`src/tlps_pkg.sv`:
```
// Shared types and constants of the three-level priority scheduler.
`default_nettype none
package tlps_pkg;
    localparam int QUEUE_DEPTH = 16;
    localparam int ID_BITS     = 8;
    localparam int NUM_LEVELS  = 3;
    localparam int CNT_W       = $clog2(QUEUE_DEPTH + 1);

    localparam logic [1:0] FUNC_INIT    = 2'd0;
    localparam logic [1:0] FUNC_CREATE  = 2'd1;
    localparam logic [1:0] FUNC_TIMEOUT = 2'd2;
    localparam logic [1:0] FUNC_NOP     = 2'd3;

    localparam logic [1:0] LVL_LOW  = 2'd0;
    localparam logic [1:0] LVL_MID  = 2'd1;
    localparam logic [1:0] LVL_HIGH = 2'd2;

    typedef logic [ID_BITS-1:0] t_id;
    typedef logic [CNT_W-1:0]   t_cnt;
    typedef logic [7:0]         t_ext_id;
    typedef logic [1:0]         t_level;

    typedef struct packed {
        logic [1:0] func;
        logic [7:0] task_id;
        logic [1:0] task_priority;
    } t_req;

    typedef struct packed {
        logic       running_valid;
        logic [7:0] running_id;
        logic [1:0] running_level;
        logic       overflow;
    } t_rsp;

    typedef struct packed {
        logic push;
        logic pop;
        t_id  data;
    } t_q_ctrl;

    typedef struct packed {
        t_cnt count;
        t_id  head;
    } t_q_stat;
endpackage
`default_nettype wire

```
`src/tlps_req_if.sv`:
```
// Request channel: valid, ready and the request payload.
`default_nettype none
interface tlps_req_if;
    logic            valid;
    logic            ready;
    tlps_pkg::t_req  payload;

    modport source (output valid, output payload, input ready);
    modport sink   (input valid, input payload, output ready);
endinterface
`default_nettype wire

```
`src/tlps_rsp_if.sv`:
```
// Response channel: valid, ready and the response payload.
`default_nettype none
interface tlps_rsp_if;
    logic            valid;
    logic            ready;
    tlps_pkg::t_rsp  payload;

    modport source (output valid, output payload, input ready);
    modport sink   (input valid, input payload, output ready);
endinterface
`default_nettype wire

```
`src/tlps_cell.sv`:
```
// One storage cell of a ready queue chain.
`default_nettype none
module tlps_cell (
    input  wire logic          i_clk,
    input  wire logic          i_shift,
    input  wire logic          i_load,
    input  wire tlps_pkg::t_id i_load_data,
    input  wire tlps_pkg::t_id i_next_data,
    output      tlps_pkg::t_id o_data
);
    tlps_pkg::t_id r_data;

    always_ff @(posedge i_clk) begin
        if (i_load) begin
            r_data <= i_load_data;
        end else if (i_shift) begin
            r_data <= i_next_data;
        end
    end

    assign o_data = r_data;
endmodule
`default_nettype wire

```
`src/tlps_queue.sv`:
```
// Ready queue: a chain of cells shifting toward the head, with a fill count.
`default_nettype none
module tlps_queue (
    input  wire logic              i_clk,
    input  wire logic              i_rst_n,
    input  wire tlps_pkg::t_q_ctrl i_ctrl,
    output      tlps_pkg::t_q_stat o_stat
);
    localparam int DEPTH = tlps_pkg::QUEUE_DEPTH;

    tlps_pkg::t_cnt r_count;
    tlps_pkg::t_cnt n_count;
    tlps_pkg::t_cnt wr_pos;
    logic           wr_en;
    tlps_pkg::t_id  cell_q [DEPTH];

    always_comb begin
        wr_pos  = i_ctrl.pop ? (r_count - tlps_pkg::t_cnt'(1)) : r_count;
        wr_en   = i_ctrl.push && (i_ctrl.pop || (r_count != tlps_pkg::t_cnt'(DEPTH)));
        n_count = r_count;
        if (wr_en && !i_ctrl.pop) begin
            n_count = r_count + tlps_pkg::t_cnt'(1);
        end else if (i_ctrl.pop && !wr_en) begin
            n_count = r_count - tlps_pkg::t_cnt'(1);
        end
    end

    always_ff @(posedge i_clk) begin
        if (!i_rst_n) begin
            r_count <= '0;
        end else begin
            r_count <= n_count;
        end
    end

    for (genvar i = 0; i < DEPTH; i++) begin : g_cell
        tlps_pkg::t_id next_data;
        if (i < DEPTH - 1) begin : g_mid
            assign next_data = cell_q[i+1];
        end else begin : g_last
            assign next_data = cell_q[i];
        end
        tlps_cell u_cell (
            .i_clk       (i_clk),
            .i_shift     (i_ctrl.pop),
            .i_load      (wr_en && (wr_pos == tlps_pkg::t_cnt'(i))),
            .i_load_data (i_ctrl.data),
            .i_next_data (next_data),
            .o_data      (cell_q[i])
        );
    end

    assign o_stat.count = r_count;
    assign o_stat.head  = cell_q[0];
endmodule
`default_nettype wire

```
`src/three_level_priority_scheduler_unit.sv`:
```
// Top level of the three-level preemptive priority scheduler.
//
//   port     dir  handshake     carries
//   i_req    in   valid/ready   func, task_id, task_priority
//   o_rsp    out  valid/ready   running_valid, running_id, running_level, overflow
//
// Each request passes first through the idle state, which applies the init or
// create push, then the schedule state, which picks, pops and pushes back the
// preempted task. The queues are cell chains, so a pop and a push into one
// queue fit in the same cycle. A new request is taken while a response still
// waits in the output register; the schedule state holds until that register
// is free. Synchronous reset empties all queues and clears the running slot.
`default_nettype none
module three_level_priority_scheduler_unit (
    input wire logic  i_clk,
    input wire logic  i_rst_n,
    tlps_req_if.sink   i_req,
    tlps_rsp_if.source o_rsp
);
    localparam logic S_IDLE  = 1'b0;
    localparam logic S_SCHED = 1'b1;
    localparam int   NL      = tlps_pkg::NUM_LEVELS;

    logic                r_state;
    logic                r_timeout;
    logic                r_nop;
    logic                r_ovf_a;
    logic                r_run_valid;
    tlps_pkg::t_id       r_run_id;
    tlps_pkg::t_level    r_run_level;
    logic                r_rsp_valid;
    tlps_pkg::t_rsp      r_rsp;

    tlps_pkg::t_q_ctrl   q_ctrl [NL];
    tlps_pkg::t_q_stat   q_stat [NL];

    logic                accept;
    logic                fire;
    logic [NL-1:0]       push_a;
    tlps_pkg::t_id       data_a;
    logic                ovf_a;
    tlps_pkg::t_level    floor_lvl;
    logic [NL-1:0]       have;
    logic                pick;
    tlps_pkg::t_level    pick_lvl;
    logic                push_b;
    logic                ovf_b;
    tlps_pkg::t_rsp      n_rsp;

    assign i_req.ready = (r_state == S_IDLE);
    assign accept      = i_req.valid && i_req.ready;
    assign fire        = (r_state == S_SCHED) && (!r_rsp_valid || o_rsp.ready);

    always_comb begin
        push_a = '0;
        data_a = '0;
        case (i_req.payload.func)
            tlps_pkg::FUNC_INIT: begin
                push_a[tlps_pkg::LVL_LOW] = 1'b1;
            end
            tlps_pkg::FUNC_CREATE: begin
                data_a = tlps_pkg::t_id'(i_req.payload.task_id);
                if (i_req.payload.task_priority == tlps_pkg::LVL_MID) begin
                    push_a[tlps_pkg::LVL_MID] = 1'b1;
                end else if (i_req.payload.task_priority == tlps_pkg::LVL_HIGH) begin
                    push_a[tlps_pkg::LVL_HIGH] = 1'b1;
                end
            end
            default: begin
                push_a = '0;
            end
        endcase
        ovf_a = 1'b0;
        for (int l = 0; l < NL; l++) begin
            if (push_a[l] && (q_stat[l].count == tlps_pkg::t_cnt'(tlps_pkg::QUEUE_DEPTH))) begin
                ovf_a = 1'b1;
            end
        end
    end

    always_comb begin
        if (!r_run_valid) begin
            floor_lvl = tlps_pkg::LVL_LOW;
        end else if (r_timeout) begin
            floor_lvl = r_run_level;
        end else begin
            floor_lvl = r_run_level + tlps_pkg::t_level'(1);
        end
        have[2] = (q_stat[2].count != '0) && (floor_lvl <= tlps_pkg::LVL_HIGH);
        have[1] = (q_stat[1].count != '0) && (floor_lvl <= tlps_pkg::LVL_MID);
        have[0] = (q_stat[0].count != '0) && (floor_lvl == tlps_pkg::LVL_LOW);
        pick    = (|have) && !r_nop;
        if (have[2]) begin
            pick_lvl = tlps_pkg::LVL_HIGH;
        end else if (have[1]) begin
            pick_lvl = tlps_pkg::LVL_MID;
        end else begin
            pick_lvl = tlps_pkg::LVL_LOW;
        end
        push_b = pick && r_run_valid;
        ovf_b  = push_b && (r_run_level != pick_lvl)
                 && (q_stat[r_run_level].count == tlps_pkg::t_cnt'(tlps_pkg::QUEUE_DEPTH));
    end

    always_comb begin
        for (int l = 0; l < NL; l++) begin
            if (r_state == S_IDLE) begin
                q_ctrl[l].push = accept && push_a[l];
                q_ctrl[l].pop  = 1'b0;
                q_ctrl[l].data = data_a;
            end else begin
                q_ctrl[l].push = fire && push_b && (r_run_level == tlps_pkg::t_level'(l));
                q_ctrl[l].pop  = fire && pick && (pick_lvl == tlps_pkg::t_level'(l));
                q_ctrl[l].data = r_run_id;
            end
        end
    end

    for (genvar l = 0; l < NL; l++) begin : g_queue
        tlps_queue u_queue (
            .i_clk   (i_clk),
            .i_rst_n (i_rst_n),
            .i_ctrl  (q_ctrl[l]),
            .o_stat  (q_stat[l])
        );
    end

    always_comb begin
        n_rsp.overflow = r_ovf_a | ovf_b;
        if (pick) begin
            n_rsp.running_valid = 1'b1;
            n_rsp.running_id    = tlps_pkg::t_ext_id'(q_stat[pick_lvl].head);
            n_rsp.running_level = pick_lvl;
        end else if (r_run_valid) begin
            n_rsp.running_valid = 1'b1;
            n_rsp.running_id    = tlps_pkg::t_ext_id'(r_run_id);
            n_rsp.running_level = r_run_level;
        end else begin
            n_rsp.running_valid = 1'b0;
            n_rsp.running_id    = '0;
            n_rsp.running_level = '0;
        end
    end

    always_ff @(posedge i_clk) begin
        if (!i_rst_n) begin
            r_state     <= S_IDLE;
            r_run_valid <= 1'b0;
            r_run_id    <= '0;
            r_run_level <= '0;
            r_rsp_valid <= 1'b0;
        end else begin
            case (r_state)
                S_IDLE: begin
                    if (accept) begin
                        r_state <= S_SCHED;
                    end
                end
                S_SCHED: begin
                    if (fire) begin
                        r_state <= S_IDLE;
                    end
                end
                default: begin
                    r_state <= S_IDLE;
                end
            endcase
            if (fire && pick) begin
                r_run_valid <= 1'b1;
                r_run_id    <= q_stat[pick_lvl].head;
                r_run_level <= pick_lvl;
            end
            if (fire) begin
                r_rsp_valid <= 1'b1;
            end else if (o_rsp.ready) begin
                r_rsp_valid <= 1'b0;
            end
        end
    end

    always_ff @(posedge i_clk) begin
        if (accept) begin
            r_timeout <= (i_req.payload.func == tlps_pkg::FUNC_TIMEOUT);
            r_nop     <= (i_req.payload.func == tlps_pkg::FUNC_NOP);
            r_ovf_a   <= ovf_a;
        end
        if (fire) begin
            r_rsp <= n_rsp;
        end
    end

    assign o_rsp.valid   = r_rsp_valid;
    assign o_rsp.payload = r_rsp;
endmodule
`default_nettype wire

```
`src/flat_wrapper.sv`:
```
// flat-port wrapper written by rule: the top's interface ports become plain ports
module three_level_priority_scheduler_unit_flat 
  (i_clk, i_rst_n, i_req_valid, i_req_payload, i_req_ready, o_rsp_valid, o_rsp_payload, o_rsp_ready);
  tlps_req_if i_req_i ();
  tlps_rsp_if o_rsp_i ();
  input wire logic i_clk;
  input wire logic i_rst_n;
  input wire logic [$bits(i_req_i.valid)-1:0] i_req_valid;
  input wire logic [$bits(i_req_i.payload)-1:0] i_req_payload;
  output wire logic [$bits(i_req_i.ready)-1:0] i_req_ready;
  output wire logic [$bits(o_rsp_i.valid)-1:0] o_rsp_valid;
  output wire logic [$bits(o_rsp_i.payload)-1:0] o_rsp_payload;
  input wire logic [$bits(o_rsp_i.ready)-1:0] o_rsp_ready;
  assign i_req_i.valid = i_req_valid;
  assign i_req_i.payload = i_req_payload;
  assign i_req_ready = i_req_i.ready;
  assign o_rsp_valid = o_rsp_i.valid;
  assign o_rsp_payload = o_rsp_i.payload;
  assign o_rsp_i.ready = o_rsp_ready;
  three_level_priority_scheduler_unit u_core (.i_clk(i_clk), .i_rst_n(i_rst_n), .i_req(i_req_i), .o_rsp(o_rsp_i));
endmodule
```
`config.mk`:
```
export PLATFORM = sky130hd
export DESIGN_NAME = three_level_priority_scheduler_unit_flat
export DESIGN_NICKNAME = d
export VERILOG_FILES = /design/src/tlps_pkg.sv /design/src/tlps_req_if.sv /design/src/tlps_rsp_if.sv /design/src/tlps_cell.sv /design/src/tlps_queue.sv /design/src/three_level_priority_scheduler_unit.sv /design/src/flat_wrapper.sv
export SDC_FILE = /design/constraint.sdc
export NUM_CORES = 1
export LEC_CHECK = 0
export BUFFER_PORTS_ARGS = -buffer_cell sky130_fd_sc_hd__buf_2
export CAP_MARGIN = 10
export CORE_UTILIZATION = 56
export CTS_CLUSTER_SIZE = 8
export DETAILED_ROUTE_END_ITERATION = 10
export PLACE_DENSITY = 0.72
export SYNTH_ARGS = -nofsm -noshare
export SYNTH_HDL_FRONTEND = slang
export SYNTH_SLANG_ARGS = --single-unit
export TNS_END_PERCENT = 1
```
`constraint.sdc`:
```
create_clock -name i_clk -period 4.6 [get_ports i_clk]
set_input_delay 0.69 -clock i_clk [delete_from_list [all_inputs] [get_ports i_clk]]
set_output_delay 0.69 -clock i_clk [all_outputs]
set_load 0.05 [all_outputs]
```
==> results.yml <==
cts:
  cts_made_buffers: 59
  clkTransAtPathRegs_ns: 0.05
  post_cts_buffers: 0
  clkSinkCount: 427
  clk_latency_ns: 0.60
  post_cts_resized: 0
  cts-htree-levels: 2
  ctsHoldBuffers: 0
  cts-root-buf: "clkbuf_16"
  clock_path_buffers: 3
  cts_tree: "done"
sta:
  setup_viol: 0
  fin_worst_skew_ns: 0.0271
  finalSetupTns_ns: 0
  setup_ws_ns: 0.462
  max_slew.worst_pin.slew_ns: 1.20
  max-slew-margin-rel_pct: 18.8
  rsz0062_at_grt: "no"
  fmax_mhz: 242
  finalCritPeriodShare_pct: 90.0
  hold_viol_final: 0
  slew_viol_final: 0
  post-route-min-period_ns: 4.14
floorplanning:
  chipHeight_um: 192
  die_w_um: 192
  num_rows: 69
  die_area_um2: 37000
  core_area_um2: 35700
  initial_core_util_pct: 57.0
  pin_count: 30
global_routing:
  grt_max_degree: 36
  grt_pass1_wl_um: 62200
  globalRouteOverflowTotal: 0
  grt_pass1_vias: 11300
  antenna_found_initial: 0
  grt_usage_pct: 21.8
routing:
  routedWlPerCell_um: 20.8
  drt_iter0_markers: 843
  dr.pass1.iters: 10
  wirelength_um: 39600
  dr_total_vias: 11500
  vias_per_cell: 6.01
  drc: 12
  ant_nets: 0
final_layout:
  final_util_pct: 63.8
  final_area_um2: 22800
  instances_no_fill: 1908
  final_cell_mix: "edfxtp_1, mux2_2, nand2_1, clkbuf_16, buf_4"
  insertedDiodeCount: 0
  fillCellCount: 2512
  synthToLayoutAreaGrowth_pct: 12.1
  fin_nets: 1439
  drive_gt1_share_pct: 40.2
  final_common_cell: "edfxtp_1"
setup_path:
  crit_required_ns: 4.86
  arrival_ns: 4.40
  crit_path_end_kind: "flop"
  reg2reg_slack_ns: 0.46
  start_kind: "flop"
  critPathKind: "reg2reg"
  ff2ff_path_depth: 8
  critical_path.reg2reg.startpoint: "u_core.g_queue[1].u_queue.r_count[0]"
  worstPathMaxFanout: 14
placed_design:
  placed_cells: 1809
  hpwl_um: 25600
  post-place-ws_ns: 0.550
  placed_area_um2: 21100
  port_buffers: 29
  gp_congestion: 0.911
status:
  outcome: "complete, but fails checks"
  violations: "DRC"
worst_hold_path:
  min_to: "u_core.r_state"
  whs_path_depth: 3
  worstHoldStart: "i_req_valid"
  hp-class: "in2reg"
synthesis:
  syn_avg_cell_area_um2: 14.9
  synth_top_cell_by_area: "edfxtp_1"
  synth_area_um2: 20300
  yosysWarningCount: 0
  ys_seq_area_share_pct: 61.8
  synth_cell_types: 79
  yosysTopAreaCellShare_pct: 59.0
  synth_area_leaders: "edfxtp_1, mux2_2, dfxtp_1, mux2_4, nand2_1"
  synth-main-ff-cell: "edfxtp_1"
  syn_inst: 1359
  ys_ff_latch: 427
  synth_edf_count: 399
  async_reset_ff_share_pct: 0
  syn_nets: 1387
run:
  maxCapViolations: 0
pwr:
  pwr_density_cell_nw_per_um2: 397
  vdd_drop_max_uv: 297
  p_leak_uw: 0.00761
==> per-layer routing <==
layer,wire length [µm],GRT usage [%]
met1,17700,30.4
met4,755,6.69
met2,18900,34.9
met3,2280,3.53
met5,0,0
==> where the power goes <==
group	switching [µW]	internal (µW)	total (µW)
clock network	1520	2400	3920
registers	62.6	4350	4420
logic	456	233	689
==> cell usage after synthesis, types with 7 or more instances <==
cell type / instances
clkbuf_1: 58
and3_1: 9
buf_2: 21
a222oi_1: 7
nor2_1: 45
nand4_1: 12
nor2b_1: 11
mux2_2: 338
o21ai_0: 42
nor3_2: 7
dfxtp_1: 28
nand2_1: 60
mux2_4: 24
or2_2: 13
a21oi_1: 25
nand3_1: 26
mux2i_1: 17
xnor2_1: 8
nand2b_1: 15
a211oi_1: 13
edfxtp_1: 399
o21ai_1: 9
ha_1: 12
a31oi_1: 8
nor2_2: 13
nor3_1: 17
inv_1: 15
==> sequential cells by signal, indices dropped and copies added, names as in the netlist <==
name,flops
u_core.o_rsp.valid,1
u_core.r_timeout,1
u_core.g_queue.u_queue.r_count,15
u_core.r_run_level,2
u_core.r_nop,1
u_core.r_ovf_a,1
u_core.r_state,1
u_core.r_run_valid,1
u_core.o_rsp.payload,12
u_core.r_run_id,8
u_core.g_queue.u_queue.g_cell.u_cell.o_data,384
==> worst max-delay path, cell delays in order (launching register included) <==
cell and delay (ns):
dfxtp_1 0.69, inv_1 0.23, ha_1 0.26, or4b_1 0.32
o211ai_2 0.19, nor2_2 0.50, a31oi_2 0.38, or4_1 0.85
nand2_1 0.39
==> cell type report <==
cell class                 instances  area [µm²]  share of cell area (%)
tap                              461         577                    2.53
timing repair buffer              82         541                    2.37
inverter                          15        56.3                   0.247
clock inverter                     4        56.3                   0.247
sequential                       427       12500                    55.1
multi-input combinational        826        7390                    32.4
clock buffer                      93        1600                    7.05
==> cells by family after synthesis <==
group                    share of synthesized area (%)
adder cells (fa/ha/maj)                          0.739
multiplexers                                      21.4
AO/OA/AOI/OAI                                     5.01
buffers and inverters                             2.32
flip-flops                                        61.8
XOR/XNOR                                         0.468
AND/OR/NAND/NOR                                   8.35
==> worst max-delay path by stage <==
stage | startpoint | end | slack, ns
after floorplan | u_core.r_run_level[0] | flop | 0.98
after detailed placement | u_core.g_queue[1].u_queue.r_count[0] | flop | 0.55
after CTS | u_core.g_queue[1].u_queue.r_count[0] | flop | 0.53
after global placement | u_core.g_queue[1].u_queue.r_count[0] | flop | 0.61
final | u_core.g_queue[1].u_queue.r_count[0] | flop | 0.46
after global routing | u_core.g_queue[2].u_queue.r_count[0] | flop | 0.21
==> stage by stage <==
stage	total power [µW]	hold slack, ns
floorplan	4960	0.457
global placement	5150	0.483
global route	9320	0.421
finish	9030	0.381
CTS	9100	0.345
detailed placement	5170	0.481
Power figures use the tool's default switching activity.
